==> src/ort_pkg.sv <==
`timescale 1ns / 1ps
// ----------------------------------------------------------------------------
// Outstanding request tracker package
// Entry, result and control types plus fixed codes and reset values.
// ----------------------------------------------------------------------------
package ort_pkg;

   localparam int unsigned MAX_OUT = 16;       // most expiries reported per scan
   localparam logic [15:0] DEFAULT_TIMEOUT_RESET = 16'd5000;
   localparam logic [15:0] SCAN_INTERVAL_RESET   = 16'd1000;

   typedef enum logic [1:0] {
      OP_SEND     = 2'd0,
      OP_RESPONSE = 2'd1,
      OP_TICK     = 2'd2
   } ort_opcode_type;

   typedef enum logic [2:0] {
      STATUS_TRACKED   = 3'd0,
      STATUS_FULL      = 3'd1,
      STATUS_UNTRACKED = 3'd2,
      STATUS_MATCHED   = 3'd3,
      STATUS_UNMATCHED = 3'd4,
      STATUS_EXPIRED   = 3'd5
   } ort_status_type;

   typedef enum logic [0:0] {
      CSR_DEFAULT_TIMEOUT = 1'd0,
      CSR_SCAN_INTERVAL   = 1'd1
   } ort_csr_type;

   typedef struct packed {
      logic [4:0]  instance_id;
      logic [5:0]  kind;
      logic [7:0]  command;
      logic [31:0] deadline;
      logic [15:0] context_h;
   } ort_entry_type;

   typedef struct packed {
      logic [2:0]  status;
      logic [4:0]  instance_id;
      logic [5:0]  kind;
      logic [7:0]  command;
      logic [15:0] context_h;
      logic        last;
   } ort_rsp_type;

   // pop: every cell takes its upper neighbour; push: append at the tail
   typedef struct packed {
      logic pop;
      logic push;
   } ort_chain_ctrl_type;

endpackage

==> src/outstanding_request_tracker.sv <==
`timescale 1ns / 1ps
// ----------------------------------------------------------------------------
// Outstanding request tracker
// Insertion-ordered table of outstanding requests with match and timeout.
// ----------------------------------------------------------------------------
// Usage:
//  - Request channel (req_*): send, response or 1 ms tick, taken on valid
//    with stall low. Result channel (rsp_*): one registered result slot.
//  - csr_*: default timeout (index 0) and scan interval (index 1), write
//    only while idle.
//  - A send (tracked, full or untracked) gives its registered result the
//    cycle after it is taken. A tick without a scan leaves the tracker idle.
//  - A response rotates the table once through the head cell, then gives
//    its result. A scan also rotates the table once, held up while the
//    receiver holds stall while expiries are reported.
//  - The cell chain rotates one entry per cycle past the head, except while
//    a scan waits on a stalled expiry; req_stall stays high for the whole
//    rotation and its wrap-up.
//  - Reset empties the table, restarts the id counter, clock and scan
//    countdown, and loads the register reset values. No clearing pass.
//  - While rsp_stall holds a result, req_stall is high and the scan halts
//    before reporting the next expiry.
// ----------------------------------------------------------------------------
module outstanding_request_tracker #(
   parameter int unsigned ENTRIES = 16
) (
   input  logic        clock,
   input  logic        reset,
   // request channel
   input  logic        req_valid,
   output logic        req_stall,
   input  logic [1:0]  req_opcode,
   input  logic        req_is_request,
   input  logic [5:0]  req_msg_kind,
   input  logic [7:0]  req_command_code,
   input  logic [4:0]  req_instance_id,
   input  logic [15:0] req_timeout_ms,
   input  logic [15:0] req_caller_context,
   // result channel
   output logic        rsp_valid,
   input  logic        rsp_stall,
   output logic [2:0]  rsp_status,
   output logic [4:0]  rsp_out_instance_id,
   output logic [5:0]  rsp_out_kind,
   output logic [7:0]  rsp_out_command,
   output logic [15:0] rsp_out_context,
   output logic        rsp_last,
   // configuration
   input  logic        csr_write_enable,
   input  logic [0:0]  csr_index,
   input  logic [15:0] csr_write_data
);

   localparam int unsigned CW = $clog2(ENTRIES + 1);
   localparam int unsigned NW = $clog2(ort_pkg::MAX_OUT + 1);

   typedef enum logic {ST_IDLE, ST_ROTATE} state_type;
   typedef enum logic {MODE_MATCH, MODE_SCAN} mode_type;

   // cell chain
   logic                        cell_valid [ENTRIES];
   ort_pkg::ort_entry_type      cell_entry [ENTRIES];
   ort_pkg::ort_chain_ctrl_type chain_ctrl;
   ort_pkg::ort_entry_type      push_entry;

   // control state
   state_type            state_ff, state_in;
   mode_type             mode_ff, mode_in;
   logic [CW-1:0]        fill_ff, fill_in;
   logic [CW-1:0]        step_ff, step_in;
   logic [NW-1:0]        nexp_ff, nexp_in;
   logic [31:0]          now_ff, now_in;
   logic [15:0]          countdown_ff, countdown_in;
   logic [4:0]           next_id_ff, next_id_in;
   logic [15:0]          dflt_tmo_ff, dflt_tmo_in;
   logic [15:0]          scan_ivl_ff, scan_ivl_in;
   logic                 held_valid_ff, held_valid_in;
   ort_pkg::ort_rsp_type held_ff, held_in;
   logic [4:0]           key_id_ff, key_id_in;
   logic [5:0]           key_kind_ff, key_kind_in;
   logic [7:0]           key_cmd_ff, key_cmd_in;
   logic                 rsp_valid_ff, rsp_valid_in;
   ort_pkg::ort_rsp_type rsp_ff, rsp_in;

   logic out_free;
   logic req_accept;

   assign out_free   = !rsp_valid_ff || !rsp_stall;
   assign req_stall  = (state_ff != ST_IDLE) || !out_free;
   assign req_accept = req_valid && !req_stall;

   genvar gi;
   generate
      for (gi = 0; gi < ENTRIES; gi++) begin : g_cell
         logic                   prev_v;
         logic                   next_v;
         ort_pkg::ort_entry_type next_e;
         if (gi == 0) begin : g_head
            assign prev_v = 1'b1;
         end else begin : g_body
            assign prev_v = cell_valid[gi-1];
         end
         if (gi == ENTRIES - 1) begin : g_tail
            assign next_v = 1'b0;
            assign next_e = push_entry;
         end else begin : g_mid
            assign next_v = cell_valid[gi+1];
            assign next_e = cell_entry[gi+1];
         end
         ort_cell u_cell (
            .clock      (clock),
            .reset      (reset),
            .ctrl       (chain_ctrl),
            .push_entry (push_entry),
            .prev_valid (prev_v),
            .next_valid (next_v),
            .next_entry (next_e),
            .valid      (cell_valid[gi]),
            .entry      (cell_entry[gi])
         );
      end
   endgenerate

   always_comb begin
      logic [15:0]            tmo_sel;
      logic [15:0]            ivl;
      logic [15:0]            cd_next;
      logic [31:0]            age;
      logic                   expired;
      logic                   hit;
      ort_pkg::ort_entry_type head;

      head    = cell_entry[0];
      tmo_sel = (req_timeout_ms != 16'd0) ? req_timeout_ms : dflt_tmo_ff;
      ivl     = (scan_ivl_ff != 16'd0) ? scan_ivl_ff : 16'd1;
      cd_next = ((countdown_ff == 16'd0) ? ivl : countdown_ff) - 16'd1;
      age     = now_ff - head.deadline;
      expired = !age[31] && (nexp_ff < NW'(ort_pkg::MAX_OUT));
      hit     = !held_valid_ff && head.instance_id == key_id_ff
                && head.kind == key_kind_ff && head.command == key_cmd_ff;

      state_in      = state_ff;
      mode_in       = mode_ff;
      fill_in       = fill_ff;
      step_in       = step_ff;
      nexp_in       = nexp_ff;
      now_in        = now_ff;
      countdown_in  = countdown_ff;
      next_id_in    = next_id_ff;
      dflt_tmo_in   = dflt_tmo_ff;
      scan_ivl_in   = scan_ivl_ff;
      held_valid_in = held_valid_ff;
      held_in       = held_ff;
      key_id_in     = key_id_ff;
      key_kind_in   = key_kind_ff;
      key_cmd_in    = key_cmd_ff;
      rsp_valid_in  = rsp_valid_ff && rsp_stall;
      rsp_in        = rsp_ff;
      chain_ctrl    = '0;

      // new entry while idle, head re-append while rotating
      if (state_ff == ST_ROTATE) begin
         push_entry = head;
      end else begin
         push_entry.instance_id = next_id_ff;
         push_entry.kind        = req_msg_kind;
         push_entry.command     = req_command_code;
         push_entry.deadline    = now_ff + 32'(tmo_sel);
         push_entry.context_h   = req_caller_context;
      end

      if (csr_write_enable) begin
         case (csr_index)
            ort_pkg::CSR_DEFAULT_TIMEOUT: dflt_tmo_in = csr_write_data;
            ort_pkg::CSR_SCAN_INTERVAL:   scan_ivl_in = csr_write_data;
            default: ;
         endcase
      end

      case (state_ff)
         ST_IDLE: begin
            if (req_accept) begin
               case (req_opcode)
                  ort_pkg::OP_SEND: begin
                     rsp_valid_in      = 1'b1;
                     rsp_in.kind       = req_msg_kind;
                     rsp_in.command    = req_command_code;
                     rsp_in.context_h  = req_caller_context;
                     rsp_in.last       = 1'b1;
                     if (!req_is_request) begin
                        rsp_in.status      = ort_pkg::STATUS_UNTRACKED;
                        rsp_in.instance_id = 5'd0;
                     end else begin
                        rsp_in.instance_id = next_id_ff;
                        next_id_in         = next_id_ff + 5'd1;
                        if (fill_ff == CW'(ENTRIES)) begin
                           rsp_in.status = ort_pkg::STATUS_FULL;
                        end else begin
                           rsp_in.status   = ort_pkg::STATUS_TRACKED;
                           chain_ctrl.push = 1'b1;
                           fill_in         = fill_ff + CW'(1);
                        end
                     end
                  end
                  ort_pkg::OP_RESPONSE: begin
                     key_id_in     = req_instance_id;
                     key_kind_in   = req_msg_kind;
                     key_cmd_in    = req_command_code;
                     held_valid_in = 1'b0;
                     step_in       = fill_ff;
                     mode_in       = MODE_MATCH;
                     state_in      = ST_ROTATE;
                  end
                  ort_pkg::OP_TICK: begin
                     now_in       = now_ff + 32'd1;
                     countdown_in = cd_next;
                     if (cd_next == 16'd0) begin
                        held_valid_in = 1'b0;
                        nexp_in       = '0;
                        step_in       = fill_ff;
                        mode_in       = MODE_SCAN;
                        state_in      = ST_ROTATE;
                     end
                  end
                  default: ;
               endcase
            end
         end
         ST_ROTATE: begin
            if (step_ff == '0) begin
               // wrap-up: final result of this request, if any
               if (held_valid_ff) begin
                  if (out_free) begin
                     rsp_valid_in = 1'b1;
                     rsp_in       = held_ff;
                     rsp_in.last  = 1'b1;
                     state_in     = ST_IDLE;
                  end
               end else if (mode_ff == MODE_MATCH) begin
                  if (out_free) begin
                     rsp_valid_in       = 1'b1;
                     rsp_in.status      = ort_pkg::STATUS_UNMATCHED;
                     rsp_in.instance_id = key_id_ff;
                     rsp_in.kind        = key_kind_ff;
                     rsp_in.command     = key_cmd_ff;
                     rsp_in.context_h   = 16'd0;
                     rsp_in.last        = 1'b1;
                     state_in           = ST_IDLE;
                  end
               end else begin
                  state_in = ST_IDLE;
               end
            end else if (mode_ff == MODE_MATCH) begin
               chain_ctrl.pop = 1'b1;
               step_in        = step_ff - CW'(1);
               if (hit) begin
                  held_valid_in       = 1'b1;
                  held_in.status      = ort_pkg::STATUS_MATCHED;
                  held_in.instance_id = head.instance_id;
                  held_in.kind        = head.kind;
                  held_in.command     = head.command;
                  held_in.context_h   = head.context_h;
                  held_in.last        = 1'b1;
                  fill_in             = fill_ff - CW'(1);
               end else begin
                  chain_ctrl.push = 1'b1;
               end
            end else if (!expired) begin
               chain_ctrl.pop  = 1'b1;
               chain_ctrl.push = 1'b1;
               step_in         = step_ff - CW'(1);
            end else if (!held_valid_ff || out_free) begin
               // previous expiry goes out now that a later one exists
               if (held_valid_ff) begin
                  rsp_valid_in = 1'b1;
                  rsp_in       = held_ff;
                  rsp_in.last  = 1'b0;
               end
               held_valid_in       = 1'b1;
               held_in.status      = ort_pkg::STATUS_EXPIRED;
               held_in.instance_id = head.instance_id;
               held_in.kind        = head.kind;
               held_in.command     = head.command;
               held_in.context_h   = head.context_h;
               held_in.last        = 1'b0;
               nexp_in             = nexp_ff + NW'(1);
               fill_in             = fill_ff - CW'(1);
               chain_ctrl.pop      = 1'b1;
               step_in             = step_ff - CW'(1);
            end
         end
         default: state_in = ST_IDLE;
      endcase
   end

   always_ff @(posedge clock) begin
      if (reset) begin
         state_ff      <= ST_IDLE;
         mode_ff       <= MODE_MATCH;
         fill_ff       <= '0;
         step_ff       <= '0;
         nexp_ff       <= '0;
         now_ff        <= 32'd0;
         countdown_ff  <= 16'd0;
         next_id_ff    <= 5'd0;
         dflt_tmo_ff   <= ort_pkg::DEFAULT_TIMEOUT_RESET;
         scan_ivl_ff   <= ort_pkg::SCAN_INTERVAL_RESET;
         held_valid_ff <= 1'b0;
         rsp_valid_ff  <= 1'b0;
      end else begin
         state_ff      <= state_in;
         mode_ff       <= mode_in;
         fill_ff       <= fill_in;
         step_ff       <= step_in;
         nexp_ff       <= nexp_in;
         now_ff        <= now_in;
         countdown_ff  <= countdown_in;
         next_id_ff    <= next_id_in;
         dflt_tmo_ff   <= dflt_tmo_in;
         scan_ivl_ff   <= scan_ivl_in;
         held_valid_ff <= held_valid_in;
         rsp_valid_ff  <= rsp_valid_in;
      end
   end

   // payload, no reset
   always_ff @(posedge clock) begin
      held_ff     <= held_in;
      key_id_ff   <= key_id_in;
      key_kind_ff <= key_kind_in;
      key_cmd_ff  <= key_cmd_in;
      rsp_ff      <= rsp_in;
   end

   assign rsp_valid           = rsp_valid_ff;
   assign rsp_status          = rsp_ff.status;
   assign rsp_out_instance_id = rsp_ff.instance_id;
   assign rsp_out_kind        = rsp_ff.kind;
   assign rsp_out_command     = rsp_ff.command;
   assign rsp_out_context     = rsp_ff.context_h;
   assign rsp_last            = rsp_ff.last;

endmodule

==> src/ort_cell.sv <==
`timescale 1ns / 1ps
// ----------------------------------------------------------------------------
// Tracker table cell
// One table slot; shifts down on pop and takes the new entry at the tail.
// ----------------------------------------------------------------------------
module ort_cell (
   input  logic                        clock,
   input  logic                        reset,
   input  ort_pkg::ort_chain_ctrl_type ctrl,
   input  ort_pkg::ort_entry_type      push_entry,
   input  logic                        prev_valid,
   input  logic                        next_valid,
   input  ort_pkg::ort_entry_type      next_entry,
   output logic                        valid,
   output ort_pkg::ort_entry_type      entry
);

   logic                   valid_ff, valid_in;
   ort_pkg::ort_entry_type entry_ff, entry_in;

   always_comb begin
      valid_in = valid_ff;
      entry_in = entry_ff;
      if (ctrl.pop) begin
         valid_in = next_valid;
         entry_in = next_entry;
         // tail after the shift is the last valid cell before it
         if (ctrl.push && valid_ff && !next_valid) begin
            valid_in = 1'b1;
            entry_in = push_entry;
         end
      end else if (ctrl.push && !valid_ff && prev_valid) begin
         valid_in = 1'b1;
         entry_in = push_entry;
      end
   end

   always_ff @(posedge clock) begin
      if (reset) begin
         valid_ff <= 1'b0;
      end else begin
         valid_ff <= valid_in;
      end
   end

   always_ff @(posedge clock) begin
      entry_ff <= entry_in;
   end

   assign valid = valid_ff;
   assign entry = entry_ff;

endmodule

==> config.mk <==
export PLATFORM = sky130hd
export DESIGN_NAME = outstanding_request_tracker
export DESIGN_NICKNAME = d
export VERILOG_FILES = /design/src/ort_pkg.sv /design/src/outstanding_request_tracker.sv /design/src/ort_cell.sv
export SDC_FILE = /design/constraint.sdc
export NUM_CORES = 2
export LEC_CHECK = 0
export BUFFER_PORTS_ARGS = -buffer_cell sky130_fd_sc_hd__buf_2
export CAP_MARGIN = 40
export CORE_UTILIZATION = 50
export CTS_CLUSTER_DIAMETER = 30
export DETAILED_ROUTE_END_ITERATION = 16
export PLACE_DENSITY = 0.77
export SKIP_LAST_GASP = 1
export SLEW_MARGIN = 20
export SYNTH_ARGS = -nofsm -noshare
export SYNTH_HDL_FRONTEND = slang
export SYNTH_HIERARCHICAL = 1
export SYNTH_SLANG_ARGS = --single-unit
==> constraint.sdc <==
create_clock -name clock -period 14.3 [get_ports clock]
set_input_delay 1.43 -clock clock [delete_from_list [all_inputs] [get_ports clock]]
set_output_delay 1.43 -clock clock [all_outputs]
set_load 0.05 [all_outputs]
==> impl_metrics.yaml <==
status:
  status: "completed"
critical_path:
  worst-endpoint-required_ps: 14880
  endpoint_kind: "flip-flop"
  endpoint: "g_cell[11].u_cell/entry[26]"
  crit_arrival_ps: 7200
  critical_path.cell_chain: "inv_1, ha_1, a21oi_1, nor2_1, a211oi_1, nand2_1, o211ai_1, a2111o_1, and3_1, a32o_4, buf_12, buf_4, and3b_4, buf_4, o211ai_1"
  r2r_end: "g_cell[11].u_cell/entry[26]"
  crit_type: "reg2reg"
  reg2reg_depth: 15
  r2r-start: "g_cell[0].u_cell/entry[24]"
  regToRegSetupSlack_ps: 7680
  cp_max_fo: 191
  cp-start-kind: "flip-flop"
  critPathLaunch: "g_cell[0].u_cell/entry[24]"
  critPathSlowestCell: "buf_4"
  slowest_delay_ps: 800
power_and_ir_drop:
  irDropWorstVdd_mv: 0.112
  power_density_nw_per_um2: 123
  power_mw: 11.1
  leakage_nw: 29.2
yosys:
  synthFlopType: "edfxtp_1"
  synth-seq-cells: 1287
  syn_area_sq_um: 79300
  synth_cell_types: 83
  yosysTopAreaCellShare: 0.442
  yosys-top-cells-area: "edfxtp_1 44%, nand4b_1 12%, nand2b_1 8.6%"
  syn_area_per_cell_sq_um: 10.5
  synth_edf_count: 1167
  yosysTopAreaCell: "edfxtp_1"
  ys_async_sr_fraction: 0
  ys_seq_area_frac: 0.472
  yosys_warnings: 6
  syn_inst: 7548
floorplanning:
  fp.dieH_um: 400
  die_w_um: 400
  fp-row-count: 145
  initial_core_util: 0.506
  ios: 117
  core_area_sq_um: 157000
  floorplan.die_area_sq_um: 160000
timing:
  setup_viol: 0
  finalHoldViolations: 0
  finalCriticalPeriod_ps: 6620
  maxSlewHeadroom: 0.222
  fin_setup_tns_ps: 0
  rsz0062_at_grt: "no"
  drv_slew: 0
  fin_skew_ps: 56.9
  fin_crit_sh: 0.463
  fmax_ghz: 0.151
  tightest_slew_ps: 1170
drt:
  num_vias: 60600
  avgViaCountPerCell: 6.31
  top_layer_used: "met4"
  initialDrtViolationCount: 6083
  wl_met2_um: 95500
  met1Wirelength_um: 81900
  postRouteAntennaNets: 0
  detail_route.wl_per_cell_um: 20.2
  drc_errors: 0
  routed_wirelength_um: 194000
  dr.pass1.iters: 6
  dr_wl_met3_um: 12100
hold_path:
  hold_path.class: "reg2reg"
  hp-start: "g_cell[0].u_cell/entry[3]"
cells_and_area:
  final_common_cell: "nand2_1"
  mostFrequentLayoutCells: "1296 x nand2_1, 1167 x edfxtp_1, 1093 x nand2b_1"
  area_growth_pct: 13.9
  drive_above_1_share: 0.175
  num-nets-final: 7479
  diodes: 0
  fillers: 12400
  fin_area_sq_um: 90300
clock_tree:
  htree_levels: 5
  cts-resized-gates: 0
  post_cts_buffers: 0
  clk_pin_slew_ps: 50
  numCtsBuffers: 294
  clockBufferDepth: 4
  cts_sinks: 1287
  clk_root_buffer_cell: "clkbuf_16"
  clk-insertion-delay-late_ps: 890
  cts_hold_buffers: 0
  cts_tree: "done"
flow_run:
  maxCapViolations: 0
grt:
  grt_pass1_vias: 59300
  grt.total_usage: 0.235
  globalRouteOverflowTotal: 0
  antenna_found_initial: 0
  grt_start_max_net_pins: 304
  grt_pass1_wl_um: 313000
place:
  post_dp_cell_area_sq_um: 80800
  place.gp.congestion: 0.878
  portBuffers: 116
  dp_hpwl_um: 110000
[cells in the mapped netlist, types with 95 or more instances]
cell type  count
a21oi_1       95
o211ai_2     480
buf_2        176
edfxtp_1    1167
nand4b_1    1073
nand2_1     1296
o21ai_0      100
nor2_1       118
clkbuf_1     510
o211ai_1     596
dfxtp_1      120
nand2b_1    1093
[sequential cells by signal (all words and copies together), names as in the netlist, 6 cells and up]
| register | count |
|---|---|
| g_cell.u_cell/entry | 1072 |
| key_kind_ff | 6 |
| held_ff | 37 |
| key_cmd_ff | 8 |
| g_cell.u_cell/valid | 16 |
| countdown_ff | 16 |
| rsp_out_kind | 6 |
| scan_ivl_ff | 16 |
| dflt_tmo_ff | 16 |
| now_ff | 32 |
| rsp_out_command | 8 |
| rsp_out_context | 16 |
[logic make-up (layout without fill, tap and decap cells)]
logic type | count (synthesis) | count (layout) | synth area share
AND/OR/NAND/NOR | 3800 | 3800 | 0.291
AO/OA/AOI/OAI | 1408 | 1408 | 0.159
flip-flops | 1287 | 1287 | 0.472
buffers and inverters | 859 | 850 | 0.0519
XOR/XNOR | 83 | 83 | 0.00917
adder cells (fa/ha/maj) | 61 | 61 | 0.00982
multiplexers | 48 | 48 | 0.00649
other | 2 | 8 | 0.0000947
[layer usage]
| metal | vias up | track usage |
|---|---|---|
| met4 | 0 | 0.0830 |
| met1 | 30000 | 0.302 |
| li1 | 28000 | - |
| met5 | - | 0 |
| met3 | 375 | 0.0359 |
| met2 | 2236 | 0.402 |
[critical path, delay by kind of cell (launching register included)]
| family | cells | cell delay [ps] |
|---|---|---|
| AO/OA/AOI/OAI | 6 | 1990 |
| adder cells (fa/ha/maj) | 1 | 240 |
| buffers and inverters | 4 | 2210 |
| flip-flops | 1 | 380 |
| AND/OR/NAND/NOR | 4 | 1130 |
[area by class of cell]
cell class | instances | area [sq um] | area share
Clock inverter | 146 | 1510 | 0.0167
Timing Repair Buffer | 285 | 2510 | 0.0278
Clock buffer | 353 | 7760 | 0.0859
Tap cell | 2058 | 2570 | 0.0285
Sequential cell | 1287 | 37500 | 0.415
Multi-Input combinational cell | 5408 | 38200 | 0.423
Inverter | 66 | 248 | 0.00274
[power by group]
| part | switching, mW | internal [mW] |
|---|---|---|
| registers | 0.0173 | 4.13 |
| clock network | 2.00 | 4.32 |
| logic | 0.392 | 0.205 |
[worst min path at each step]
stage                       end  slack, ps  cells past startpoint
global route         held_ff[6]        450                      0
global placement     held_ff[1]        430                      0
detailed placement   held_ff[4]        440                      0
floorplan           held_ff[10]        430                      0
CTS                  held_ff[4]        440                      0
finish               held_ff[4]        440                      0
[through the flow]
stage	instances	utilization	hold slack, ps	setup WS, ps
2_1_floorplan	7554	-	427	7350
3_3_place_gp	9066	0.512	430	7100
3_5_place_dp	9092	0.515	437	7590
4_1_cts	9591	0.574	440	7860
5_1_grt	9603	0.576	455	7480
6_report	9603	0.576	439	7680
No activity file was read; power rests on OpenSTA's default activity.
